**src/cpq_pkg.sv**
```systemverilog
// Shared widths, codes and types of the categorical pmf/cdf/quantile core.
package cpq_pkg;

    localparam int MAX_CATEGORIES_DEF = 16;
    localparam int FRAC_BITS          = 16;

    localparam int WEIGHT_W   = 16;
    localparam int VALUE_W    = FRAC_BITS + 1;
    localparam int STATUS_W   = 2;
    localparam int ACTION_W   = 2;
    localparam int SLOT_W     = 4;
    localparam int CAT_W      = 8;
    localparam int PROB_W     = 18;
    localparam int NCAT_W     = 5;
    localparam int CFG_IDX_W  = 2;
    localparam int CFG_DATA_W = 5;

    localparam int S_TDATA_W = 48;
    localparam int M_TDATA_W = 24;

    typedef enum logic [ACTION_W-1:0] {
        ACT_LOAD     = 2'd0,
        ACT_DENSITY  = 2'd1,
        ACT_CDF      = 2'd2,
        ACT_QUANTILE = 2'd3
    } action_t;

    typedef enum logic [STATUS_W-1:0] {
        STAT_OK        = 2'd0,
        STAT_BAD_TABLE = 2'd1,
        STAT_BAD_PROB  = 2'd2
    } status_t;

    typedef enum logic [CFG_IDX_W-1:0] {
        CFG_NUM_CATEGORIES = 2'd0,
        CFG_UPPER_TAIL     = 2'd1
    } cfg_idx_t;

endpackage

```
**src/categorical_pmf_cdf_quantile_core.sv**
```systemverilog
// Categorical distribution core: weight table, density, cdf and quantile queries.
//
//  port group      dir  fields (low bit first)
//  s_axis_*        in   tuser: action; tdata: slot, weight, category, probability
//  m_axis_*        out  tdata: value, status
//  cfg_*           in   index 0 num_categories, index 1 upper_tail
//
//  A load writes its weight into the table when accepted and gives no output. Density
//  and cdf run accept, walk the table, decide, the serial divider (load, one quotient bit
//  at a time, done), then out. A quantile walks the table a second time instead of dividing;
//  a result settled in the decide step skips both. The table has a single read port.
//  Reset clears the table's valid bits at once; no clearing pass.
//  A finished result waits in the output register while the next item enters.
module categorical_pmf_cdf_quantile_core #(
    parameter int MAX_CATEGORIES = cpq_pkg::MAX_CATEGORIES_DEF
) (
    input  logic                           aclk,
    input  logic                           aresetn,
    input  logic                           s_axis_tvalid,
    output logic                           s_axis_tready,
    // slot[3:0], weight[19:4], category[27:20], probability[45:28], zero pad
    input  logic [cpq_pkg::S_TDATA_W-1:0]  s_axis_tdata,
    // action[1:0]
    input  logic [cpq_pkg::ACTION_W-1:0]   s_axis_tuser,
    output logic                           m_axis_tvalid,
    input  logic                           m_axis_tready,
    // value[16:0], status[18:17], zero pad
    output logic [cpq_pkg::M_TDATA_W-1:0]  m_axis_tdata,
    input  logic                           cfg_valid,
    output logic                           cfg_ready,
    input  logic [cpq_pkg::CFG_IDX_W-1:0]  cfg_index,
    input  logic [cpq_pkg::CFG_DATA_W-1:0] cfg_data
);
    import cpq_pkg::*;

    localparam int AW     = (MAX_CATEGORIES > 2) ? $clog2(MAX_CATEGORIES) : 1;
    localparam int CW     = $clog2(MAX_CATEGORIES + 1);
    localparam int KW     = ((CW > NCAT_W) ? CW : NCAT_W) + 1;
    localparam int CMPW   = ((CW > CAT_W) ? CW : CAT_W) + 1;
    localparam int SUM_W  = WEIGHT_W - 1 + AW;
    localparam int PROD_W = FRAC_BITS + SUM_W;
    localparam int P_W    = PROB_W + 1;
    localparam int SLOTCW = SLOT_W + AW + 1;
    localparam int OFS_WEIGHT = SLOT_W;
    localparam int OFS_CAT    = OFS_WEIGHT + WEIGHT_W;
    localparam int OFS_PROB   = OFS_CAT + CAT_W;

    localparam logic [VALUE_W-1:0]    ONE_VAL = {1'b1, {FRAC_BITS{1'b0}}};
    localparam logic signed [P_W-1:0] P_ONE   = {{(P_W - VALUE_W){1'b0}}, ONE_VAL};

    typedef enum logic [2:0] {
        S_IDLE,
        S_WALK,
        S_DECIDE,
        S_DIV,
        S_SCAN,
        S_OUT
    } state_t;

    state_t                  state_reg;
    action_t                 act_reg;
    logic [CAT_W-1:0]        cat_reg;
    logic signed [P_W-1:0]   p_reg;
    logic [CW-1:0]           k_reg;
    logic [CW-1:0]           j_reg;
    logic                    rdv_reg;
    logic [CW-1:0]           didx_reg;
    logic [SUM_W-1:0]        total_reg;
    logic [SUM_W-1:0]        pre_reg;
    logic [WEIGHT_W-2:0]     wcat_reg;
    logic                    neg_reg;
    logic [PROD_W-1:0]       target_reg;
    logic [SUM_W-1:0]        div_num_reg;
    logic                    div_start_reg;
    logic [VALUE_W-1:0]      res_value_reg;
    status_t                 res_status_reg;
    logic                    m_tvalid_reg;
    logic [VALUE_W-1:0]      m_value_reg;
    status_t                 m_status_reg;
    logic [NCAT_W-1:0]       cfg_ncat_reg;
    logic                    cfg_upper_reg;

    action_t                 in_action;
    logic [SLOT_W-1:0]       in_slot;
    logic [WEIGHT_W-1:0]     in_weight;
    logic [CAT_W-1:0]        in_cat;
    logic [PROB_W-1:0]       in_prob;
    logic signed [P_W-1:0]   p_in;
    logic signed [P_W-1:0]   p_calc;
    logic [CW-1:0]           k_calc;
    logic                    s_fire;
    logic                    tbl_wr_en;
    logic                    tbl_rd_en;
    logic [WEIGHT_W-1:0]     tbl_rd_data;
    logic                    w_neg;
    logic [WEIGHT_W-2:0]     w_mag;
    logic [SUM_W-1:0]        scan_sum;
    logic                    hit;
    logic                    tbl_ok;
    logic                    div_done;
    logic [VALUE_W-1:0]      div_quot;
    logic                    out_load;
    logic [VALUE_W-1:0]      dec_value;
    status_t                 dec_status;
    logic                    dec_div;
    logic [SUM_W-1:0]        dec_num;
    logic                    dec_scan;

    assign in_action = action_t'(s_axis_tuser);
    assign in_slot   = s_axis_tdata[SLOT_W-1:0];
    assign in_weight = s_axis_tdata[OFS_WEIGHT +: WEIGHT_W];
    assign in_cat    = s_axis_tdata[OFS_CAT +: CAT_W];
    assign in_prob   = s_axis_tdata[OFS_PROB +: PROB_W];

    assign s_axis_tready = (state_reg == S_IDLE);
    assign s_fire        = s_axis_tvalid && s_axis_tready;
    assign cfg_ready     = 1'b1;

    assign p_in   = {in_prob[PROB_W-1], in_prob};
    assign p_calc = cfg_upper_reg ? (P_ONE - p_in) : p_in;

    always_comb begin
        if (cfg_ncat_reg < NCAT_W'(2)) begin
            k_calc = CW'(2);
        end else if (KW'(cfg_ncat_reg) > KW'(MAX_CATEGORIES)) begin
            k_calc = CW'(MAX_CATEGORIES);
        end else begin
            k_calc = CW'(cfg_ncat_reg);
        end
    end

    assign tbl_wr_en = s_fire && (in_action == ACT_LOAD)
                       && (SLOTCW'(in_slot) < SLOTCW'(MAX_CATEGORIES));
    assign tbl_rd_en = ((state_reg == S_WALK) || (state_reg == S_SCAN)) && (j_reg < k_reg);

    cpq_table #(
        .DEPTH (MAX_CATEGORIES),
        .AW    (AW)
    ) u_table (
        .aclk    (aclk),
        .aresetn (aresetn),
        .wr_en   (tbl_wr_en),
        .wr_addr (AW'(in_slot)),
        .wr_data (in_weight),
        .rd_en   (tbl_rd_en),
        .rd_addr (j_reg[AW-1:0]),
        .rd_data (tbl_rd_data)
    );

    cpq_div #(
        .DEN_W (SUM_W)
    ) u_div (
        .aclk    (aclk),
        .aresetn (aresetn),
        .start   (div_start_reg),
        .numer   (div_num_reg),
        .denom   (total_reg),
        .done    (div_done),
        .quot    (div_quot)
    );

    assign w_neg    = tbl_rd_data[WEIGHT_W-1];
    assign w_mag    = tbl_rd_data[WEIGHT_W-2:0];
    assign scan_sum = pre_reg + SUM_W'(w_mag);
    assign hit      = ({scan_sum, {FRAC_BITS{1'b0}}} >= target_reg);
    assign tbl_ok   = !neg_reg && (total_reg != '0);
    assign out_load = (state_reg == S_OUT) && (!m_tvalid_reg || m_axis_tready);

    always_comb begin
        dec_value  = '0;
        dec_status = STAT_OK;
        dec_div    = 1'b0;
        dec_num    = pre_reg;
        dec_scan   = 1'b0;
        case (act_reg)
            ACT_DENSITY: begin
                if ((cat_reg == '0) || (CMPW'(cat_reg) > CMPW'(k_reg))) begin
                    dec_status = STAT_OK;
                end else if (!tbl_ok) begin
                    dec_status = STAT_BAD_TABLE;
                end else begin
                    dec_num = SUM_W'(wcat_reg);
                    dec_div = 1'b1;
                end
            end
            ACT_CDF: begin
                if (cat_reg == '0) begin
                    dec_value = cfg_upper_reg ? ONE_VAL : '0;
                end else if (CMPW'(cat_reg) >= CMPW'(k_reg)) begin
                    dec_value = cfg_upper_reg ? '0 : ONE_VAL;
                end else if (!tbl_ok) begin
                    dec_status = STAT_BAD_TABLE;
                end else begin
                    dec_div = 1'b1;
                end
            end
            ACT_QUANTILE: begin
                if (!tbl_ok) begin
                    dec_status = STAT_BAD_TABLE;
                end else if (p_reg[P_W-1] || (p_reg > P_ONE)) begin
                    dec_status = STAT_BAD_PROB;
                end else if (p_reg == '0) begin
                    dec_value = VALUE_W'(1);
                end else if (p_reg == P_ONE) begin
                    dec_value = VALUE_W'(k_reg);
                end else begin
                    dec_scan = 1'b1;
                end
            end
            ACT_LOAD: begin
                dec_status = STAT_OK;
            end
        endcase
    end

    always_ff @(posedge aclk) begin
        if (!aresetn) begin
            state_reg     <= S_IDLE;
            m_tvalid_reg  <= 1'b0;
            div_start_reg <= 1'b0;
            rdv_reg       <= 1'b0;
            j_reg         <= '0;
            cfg_ncat_reg  <= NCAT_W'(2);
            cfg_upper_reg <= 1'b0;
        end else begin
            div_start_reg <= (state_reg == S_DECIDE) && dec_div;
            if (out_load) begin
                m_tvalid_reg <= 1'b1;
            end else if (m_axis_tready) begin
                m_tvalid_reg <= 1'b0;
            end
            if (cfg_valid && cfg_ready) begin
                case (cfg_index)
                    CFG_NUM_CATEGORIES: cfg_ncat_reg  <= cfg_data;
                    CFG_UPPER_TAIL:     cfg_upper_reg <= cfg_data[0];
                    default: ;
                endcase
            end
            unique case (state_reg)
                S_IDLE: begin
                    if (s_fire && (in_action != ACT_LOAD)) begin
                        act_reg   <= in_action;
                        cat_reg   <= in_cat;
                        p_reg     <= p_calc;
                        k_reg     <= k_calc;
                        j_reg     <= '0;
                        rdv_reg   <= 1'b0;
                        total_reg <= '0;
                        pre_reg   <= '0;
                        wcat_reg  <= '0;
                        neg_reg   <= 1'b0;
                        state_reg <= S_WALK;
                    end
                end
                S_WALK: begin
                    if (tbl_rd_en) begin
                        j_reg <= j_reg + CW'(1);
                    end
                    rdv_reg  <= tbl_rd_en;
                    didx_reg <= j_reg;
                    if (rdv_reg) begin
                        if (w_neg) begin
                            neg_reg <= 1'b1;
                        end else begin
                            total_reg <= total_reg + SUM_W'(w_mag);
                        end
                        if (CMPW'(didx_reg) < CMPW'(cat_reg)) begin
                            pre_reg <= pre_reg + SUM_W'(w_mag);
                        end
                        if (CMPW'(didx_reg) + CMPW'(1) == CMPW'(cat_reg)) begin
                            wcat_reg <= w_mag;
                        end
                    end
                    if (!tbl_rd_en && !rdv_reg) begin
                        state_reg <= S_DECIDE;
                    end
                end
                S_DECIDE: begin
                    res_value_reg  <= dec_value;
                    res_status_reg <= dec_status;
                    div_num_reg    <= dec_num;
                    if (dec_scan) begin
                        target_reg <= PROD_W'(p_reg[FRAC_BITS-1:0])
                                      * PROD_W'(total_reg);
                        j_reg      <= '0;
                        rdv_reg    <= 1'b0;
                        pre_reg    <= '0;
                    end
                    state_reg <= dec_div ? S_DIV : (dec_scan ? S_SCAN : S_OUT);
                end
                S_DIV: begin
                    if (div_done) begin
                        res_value_reg  <= ((act_reg == ACT_CDF) && cfg_upper_reg)
                                          ? (ONE_VAL - div_quot) : div_quot;
                        res_status_reg <= STAT_OK;
                        state_reg      <= S_OUT;
                    end
                end
                S_SCAN: begin
                    if (tbl_rd_en) begin
                        j_reg <= j_reg + CW'(1);
                    end
                    rdv_reg  <= tbl_rd_en;
                    didx_reg <= j_reg;
                    if (rdv_reg) begin
                        pre_reg <= scan_sum;
                        if (hit || (didx_reg == k_reg - CW'(1))) begin
                            res_value_reg  <= VALUE_W'(didx_reg) + VALUE_W'(1);
                            res_status_reg <= STAT_OK;
                            state_reg      <= S_OUT;
                        end
                    end
                end
                S_OUT: begin
                    if (out_load) begin
                        m_value_reg  <= res_value_reg;
                        m_status_reg <= res_status_reg;
                        state_reg    <= S_IDLE;
                    end
                end
                default: begin
                    state_reg <= S_IDLE;
                end
            endcase
        end
    end

    assign m_axis_tvalid = m_tvalid_reg;
    assign m_axis_tdata  = {{(M_TDATA_W - VALUE_W - STATUS_W){1'b0}}, m_status_reg, m_value_reg};

`ifndef SYNTHESIS
    a_err_value_zero: assert property (@(posedge aclk) disable iff (!aresetn)
        (m_tvalid_reg && (m_status_reg != STAT_OK)) |-> (m_value_reg == '0))
        else $error("nonzero value with error status");

    a_value_bound: assert property (@(posedge aclk) disable iff (!aresetn)
        m_tvalid_reg |-> (m_value_reg <= ONE_VAL))
        else $error("result value above one");

    a_div_in_state: assert property (@(posedge aclk) disable iff (!aresetn)
        div_done |-> (state_reg == S_DIV))
        else $error("divider finished outside its wait state");

    a_query_blocks: assert property (@(posedge aclk) disable iff (!aresetn)
        (s_fire && (in_action != ACT_LOAD)) |=> !s_axis_tready)
        else $error("input still open after a query item");
`endif

endmodule

```
**src/cpq_table.sv**
```systemverilog
// Weight table: synchronous memory with one write and one registered read port.
module cpq_table #(
    parameter int DEPTH = cpq_pkg::MAX_CATEGORIES_DEF,
    parameter int AW    = 4
) (
    input  logic                         aclk,
    input  logic                         aresetn,
    input  logic                         wr_en,
    input  logic [AW-1:0]                wr_addr,
    input  logic [cpq_pkg::WEIGHT_W-1:0] wr_data,
    input  logic                         rd_en,
    input  logic [AW-1:0]                rd_addr,
    output logic [cpq_pkg::WEIGHT_W-1:0] rd_data
);
    import cpq_pkg::*;

    logic [WEIGHT_W-1:0] mem [DEPTH];
    logic [DEPTH-1:0]    valid_reg;
    logic [WEIGHT_W-1:0] rd_word_reg;
    logic                rd_ok_reg;

    always_ff @(posedge aclk) begin
        if (wr_en) begin
            mem[wr_addr] <= wr_data;
        end
        if (rd_en) begin
            rd_word_reg <= mem[rd_addr];
        end
    end

    always_ff @(posedge aclk) begin
        if (!aresetn) begin
            valid_reg <= '0;
            rd_ok_reg <= 1'b0;
        end else begin
            if (wr_en) begin
                valid_reg[wr_addr] <= 1'b1;
            end
            if (rd_en) begin
                rd_ok_reg <= valid_reg[rd_addr];
            end
        end
    end

    // unwritten entries read as zero
    assign rd_data = rd_ok_reg ? rd_word_reg : '0;

endmodule

```
**src/cpq_div.sv**
```systemverilog
// Serial restoring divider: rounded share num * 2^FRAC_BITS / den, one bit a cycle.
module cpq_div #(
    parameter int DEN_W = 19
) (
    input  logic                        aclk,
    input  logic                        aresetn,
    input  logic                        start,
    input  logic [DEN_W-1:0]            numer,
    input  logic [DEN_W-1:0]            denom,
    output logic                        done,
    output logic [cpq_pkg::VALUE_W-1:0] quot
);
    import cpq_pkg::*;

    localparam int NUM_W = DEN_W + FRAC_BITS + 1;
    localparam int SH_W  = DEN_W + FRAC_BITS;
    localparam int CNT_W = $clog2(VALUE_W + 1);

    logic [NUM_W-1:0]   rem_reg;
    logic [SH_W-1:0]    dsh_reg;
    logic [VALUE_W-1:0] q_reg;
    logic [CNT_W-1:0]   cnt_reg;
    logic               busy_reg;
    logic               done_reg;
    logic               ge;

    assign ge = (NUM_W'(dsh_reg) <= rem_reg);

    always_ff @(posedge aclk) begin
        if (!aresetn) begin
            busy_reg <= 1'b0;
            done_reg <= 1'b0;
            cnt_reg  <= '0;
        end else begin
            done_reg <= busy_reg && !start && (cnt_reg == CNT_W'(1));
            if (start) begin
                rem_reg  <= NUM_W'({numer, {FRAC_BITS{1'b0}}}) + NUM_W'(denom >> 1);
                dsh_reg  <= {denom, {FRAC_BITS{1'b0}}};
                q_reg    <= '0;
                cnt_reg  <= CNT_W'(VALUE_W);
                busy_reg <= 1'b1;
            end else if (busy_reg) begin
                if (ge) begin
                    rem_reg <= rem_reg - NUM_W'(dsh_reg);
                end
                q_reg   <= {q_reg[VALUE_W-2:0], ge};
                dsh_reg <= dsh_reg >> 1;
                cnt_reg <= cnt_reg - CNT_W'(1);
                if (cnt_reg == CNT_W'(1)) begin
                    busy_reg <= 1'b0;
                end
            end
        end
    end

    assign done = done_reg;
    assign quot = q_reg;

endmodule
```
**config.mk**
```make
export PLATFORM = sky130hd
export DESIGN_NAME = categorical_pmf_cdf_quantile_core
export DESIGN_NICKNAME = d
export VERILOG_FILES = /design/src/cpq_pkg.sv /design/src/categorical_pmf_cdf_quantile_core.sv /design/src/cpq_table.sv /design/src/cpq_div.sv
export SDC_FILE = /design/constraint.sdc
export NUM_CORES = 2
export LEC_CHECK = 0
export BUFFER_PORTS_ARGS = -buffer_cell sky130_fd_sc_hd__buf_2
export CAP_MARGIN = 20
export CELL_PAD_IN_SITES_DETAIL_PLACEMENT = 1
export CELL_PAD_IN_SITES_GLOBAL_PLACEMENT = 1
export CORE_ASPECT_RATIO = 2
export CORE_MARGIN = 2
export CORE_UTILIZATION = 54
export CTS_BUF_LIST = sky130_fd_sc_hd__clkbuf_2 sky130_fd_sc_hd__clkbuf_4 sky130_fd_sc_hd__clkbuf_8
export CTS_CLUSTER_SIZE = 14
export DETAILED_ROUTE_END_ITERATION = 8
export GPL_ROUTABILITY_DRIVEN = 0
export PLACE_DENSITY_LB_ADDON = 0.3
export SLEW_MARGIN = 20
export SYNTH_ARGS = -nofsm -noshare
export SYNTH_HDL_FRONTEND = slang
export SYNTH_SLANG_ARGS = --single-unit
```
**constraint.sdc**
```tcl
create_clock -name aclk -period 9.15 [get_ports aclk]
set_input_delay 1.83 -clock aclk [delete_from_list [all_inputs] [get_ports aclk]]
set_output_delay 1.83 -clock aclk [all_outputs]
set_load 0.05 [all_outputs]
```
# Word level (Yosys, flattened, before mapping)
# Memories as Yosys holds them, arrays and structs flattened. A register that Yosys moved wholly into a read port is not among the register bits.
# Cells that the tools add are included.
dict set report word_totals {
  wordCells 235
  in_bits 62
  memories 1
  mem_bits_rw 256
  output_inout_bits 27
  regBits 314
}
dict set report classes {
  bitwise_logic 2
  magnitude_cmp 12
  add_sub_neg 11
  n_reduce_logical 57
  n_mul 1
  n_eq_ne 26
  n_mux 92
}
# name words word_bits read_ports rd_ports_with_merged_regs write_ports line
set mem_list {}
lappend mem_list {u_table.mem 16 16 1 1 1 cpq_table.sv:17} ;# logic [WEIGHT_W-1:0] mem [DEPTH];
# op count
set ops {}
lappend ops {{$mux W19} 11}
lappend ops {{$mux W17} 9}
lappend ops {{$mux W36} 3}
lappend ops {{$pmux W19 S4} 1}
lappend ops {{$mux W35} 2}
lappend ops {{$pmux W17 S3} 1}
lappend ops {{$mux W5} 10}
lappend ops {{$mux W15} 3}
lappend ops {{$add A19 B15 Y19} 2}
lappend ops {{$pmux W19 S2} 1}
lappend ops {{$add A35 B18 Y36} 1}
lappend ops {{$le A35 B36 Y1} 1}
lappend ops {{$sub A36 B35 Y36} 1}
lappend ops {{$ge A35 B35 Y1} 1}
lappend ops {{$mul A16 B19 Y35} 1}
lappend ops {{$pmux W17 S2} 1}
lappend ops {{$pmux W15 S2} 1}
lappend ops {{$mux W1} 27}
lappend ops {{$mux W3} 7}
lappend ops {{$reduce_and A5 Y1} 4}
lappend ops {{$eq A19 B18 Y1 const B} 1}
lappend ops {{$gt A19 B18 Y1 const B} 1}
lappend ops {{$logic_not A19 Y1} 1}
lappend ops {{$reduce_bool A19 Y1} 1}
lappend ops {{other kinds (50)} 109}

# Depth between registers and ports, before layout
dict set report depth {
  ltp_word 9
  depth_mapped 26
  mapped_depth_nobuf 24
}

# By module
# A second synthesis with hierarchy kept.
dict set report unflattened {
  hier_cells 3164
  hier_area_um2 37617.3
}
# mod cells_per_inst seq_area_each_um2 n_inst area_each_um2
set by_module_without_submodules {}
lappend by_module_without_submodules {categorical_pmf_cdf_quantile_core 2058 5895.7 1 20510.9}
lappend by_module_without_submodules {cpq_table 463 8508.2 1 10920.5}
lappend by_module_without_submodules {cpq_div 643 2782.7 1 6185.9}

# Worst setup path after synthesis
# OpenSTA, ideal clock, no wires.
dict set report synth_timing {
  kind {flip-flop to flip-flop}
  startpoint {register total_reg[15]}
  endpoint {register target_reg[34] (data pin)}
  setup_time_ns 0.261
  slack_ns 2.663
  period_less_slack_ns 6.487
  required_time_ns 8.889
  path_buffers 3
  arrival_time_ns 6.226
  path_stages_with_launch 25
  path_cell_list {edfxtp_1 > clkbuf_1 > clkbuf_1 > clkbuf_1 > nand2_1 > fa_1 > fa_1 > fa_1 > inv_1 > fa_1 > fa_1 > inv_1 > fa_1 > inv_1 > ha_1 > a21oi_1 > o21ai_1 > a311oi_2 > nand2_1 > o21ai_2 > o211ai_1 > nor2b_1 > a221o_1 > a211oi_2 > xnor2_1}
}
dict set report synth_between {
  elab_chain_len 1
}
# element line
set synth_lines {}
lappend synth_lines {{start: declaration} categorical_pmf_cdf_quantile_core.sv:68} ;# logic [SUM_W-1:0] total_reg;
lappend synth_lines {{start signal: assignment} categorical_pmf_cdf_quantile_core.sv:265} ;# total_reg <= total_reg + SUM_W'(w_mag);
lappend synth_lines {{$mul A16 B19 Y35} categorical_pmf_cdf_quantile_core.sv:284} ;# * PROD_W'(total_reg);
lappend synth_lines {{end signal: assignment} categorical_pmf_cdf_quantile_core.sv:283} ;# target_reg <= PROD_W'(p_reg[FRAC_BITS-1:0])
lappend synth_lines {{end: declaration} categorical_pmf_cdf_quantile_core.sv:72} ;# logic [PROD_W-1:0] target_reg;
# Every way passes these cells.
# A chain may end at the register's enable or synchronous reset.

# Final worst setup path
# Same ends and word-level chain as after synthesis.

==> out/metrics.csv <==
metric,value,unit
cts_made_buffers,82,
yosysWarningCount,0,
start_util,0.5440,
fin_nets,3718,
grt_max_degree,100,
finalSetupViolCount,0,
worst_slew_pin_slew,1.184,ns
synthesis.instances,3122,
holdPathStages,0,
grt_usage,0.3080,
clkSlewWorstSetupHoldPaths,0.07,ns
worstHoldStart,res_value_reg[7]$_DFFE_PP_,
clock_skew,0.05223,ns
synth_area_leaders,"edfxtp_1 (44%), fa_1 (13%), ha_1 (7.3%)",
criticalPathCategory,flip-flop to flip-flop,
core_area,0.06858,mm2
tritoncts,built,
critPathRequiredTime,9.64,ns
fin_tns_setup,0,ns
synth.distinct_cells,81,
detail-route-antenna-nets,0,
r2r_cells,22,
route.detailed.drc,0,
overflow,0,
synth_top_cell_by_area,edfxtp_1,
syn_area_per_cell,11.95,um2
place_area,0.03867,mm2
synthDominantCellAreaShare,0.4387,
reg2reg_from,total_reg[15]$_SDFFCE_PN0P_,
synth_edf_count,545,
first_iter_violations,1370,
dp_hpwl,75920,um
pin_count,89,
wl_per_cell,25.53,um
fin_crit_sh,0.8280,
portBuffers,80,
dieHeight,375.7,um
drive_above_1_share,0.1207,
postCtsHoldBufs,0,
cp.arrival,8.06,ns
min_to,m_value_reg[7]$_DFFE_PP_,
routed_wl,106300,um
reg2reg_to,target_reg[34]$_DFFE_PP_,
reg2reg_slack,1.57,ns
cts.repair.resized,0,
slew_violations,0,
vias_per_cell,6.016,
final_area,0.04043,mm2
synth_ff_type,edfxtp_1,
insertion_delay,0.75,ns
rsz0062_at_grt,false,
antenna_found_initial,4,
critical_path.endpoint_type,flip-flop,
htreeDepth,3,
die_area,0.07134,mm2
fin_crit,7.577,ns
rows,136,
synth.cell_area,0.03731,mm2
root_buffer,clkbuf_8,
finalHoldViolCount,0,
first_global_vias,29030,
cts.sinks,586,
cts_setup_buffers,0,
cp_max_fo,17,
relSlewSlack,0.2105,
yosys_register_bits,586,
grt_pass1_wl,164400,um
syn_to_final_growth,8.367,%
vias,25050,
largest_reg_flops,256,
die_w,189.9,um
status,"complete, no violations",
hold_class,flip-flop to flip-flop,
fillers,6967,
drv_cap,0,
first_pass_iters,7,
cp-start-kind,flip-flop,
yosysSeqAreaShare,0.4607,
clock.fmax,132.0,MHz
cts_buffer_depth,3,
synth-async-reset-ratio,0,
final cells by class:
type | instances | area, um2 | share of cell area
diodes | 3 | 7.507 | 0.0001857
inverters | 385 | 1445 | 0.03574
well taps | 897 | 1122 | 0.02776
clock buffers | 111 | 1415 | 0.03500
flip-flops and latches | 586 | 17200 | 0.4253
repair buffers | 118 | 705.7 | 0.01745
multi-input cells | 2025 | 18240 | 0.4512
clock inverters | 38 | 297.8 | 0.007365
synthesized netlist by cell type, drive strengths merged, types with 23 or more instances:
library cell  number
mux4              85
buf               23
o21a              27
nand2            314
a21o              48
edfxtp           545
nand3             34
nor2             137
nor3              43
a21oi            104
o21ai            116
and2             169
dfxtp             41
fa               240
nor2b             49
inv              385
and3              35
xor2              48
xnor2            100
ha               218
clkbuf           107
logic make-up after synthesis:
group / after synthesis / synth area share
mux: 108 / 0.05795
compound gates: 414 / 0.07298
buf+inv: 515 / 0.05262
fa+ha+maj: 458 / 0.2019
xor+xnor: 148 / 0.03474
simple gates: 891 / 0.1190
other cells: 2 / 0.0002013
flops: 586 / 0.4607
layout by cell type, fill, tap and decap left out, types with 35 or more instances in the layout:
cell	count
ha_1	218
buf_4	37
edfxtp_1	545
fa_1	240
dfxtp_1	38
nor2b_1	48
mux4_2	85
o21ai_0	108
nor3_1	37
clkbuf_8	93
xnor2_1	100
xor2_1	48
inv_1	384
nor2_1	134
a21o_1	48
a21oi_1	102
buf_2	80
nand2_1	314
and3_1	35
and2_1	169
worst max-delay path, cell delays in order (launching register included):
cell and delay (ns):
edfxtp_1 1.00, buf_4 0.32, nand2_1 0.11, fa_1 0.58, inv_1 0.06, fa_1 0.52
fa_1 0.55, fa_1 0.45, fa_1 0.56, inv_1 0.07, fa_1 0.54, inv_1 0.04
ha_1 0.37, nand4_1 0.21, nor3_1 0.30, nand4_1 0.12, o311ai_1 0.16, o21ai_2 0.18
o211ai_1 0.20, nor2b_1 0.48, a221o_1 0.26, a211oi_2 0.08, xnor2_1 0.15
worst max path at each step:
stage,end,start,depth (start not counted)
final,target_reg[34]$_DFFE_PP_,total_reg[15]$_SDFFCE_PN0P_,22
after global routing,target_reg[34]$_DFFE_PP_,total_reg[7]$_SDFFCE_PN0P_,23
after CTS,target_reg[34]$_DFFE_PP_,total_reg[15]$_SDFFCE_PN0P_,22
after detailed placement,target_reg[34]$_DFFE_PP_,total_reg[15]$_SDFFCE_PN0P_,22
after global placement,target_reg[34]$_DFFE_PP_,total_reg[7]$_SDFFCE_PN0P_,23
after floorplan,target_reg[34]$_DFFE_PP_,total_reg[15]$_SDFFCE_PN0P_,24
layer usage:
metal,track usage,wire length [um],vias up
met1,0.2957,34090,12840
met5,0,21,-
met4,0.2094,8122,4
met3,0.05228,4802,427
met2,0.5866,59220,817
li1,-,-,10950
through the flow:
step	util	hold WS (ns)	worst slack, ns	instances
3_5_place_dp	0.5640	0.4062	1.690	4010
2_1_floorplan	-	0.4003	2.663	3126
3_3_place_gp	0.5640	0.4019	1.861	4010
6_report	0.5896	0.4134	1.573	4163
4_1_cts	0.5889	0.4159	1.669	4159
5_1_grt	0.5895	0.4220	1.399	4162
Power is left out: the tool's default activity adds up to more than one toggle a clock period on the data nets, which glitch-free logic cannot reach.
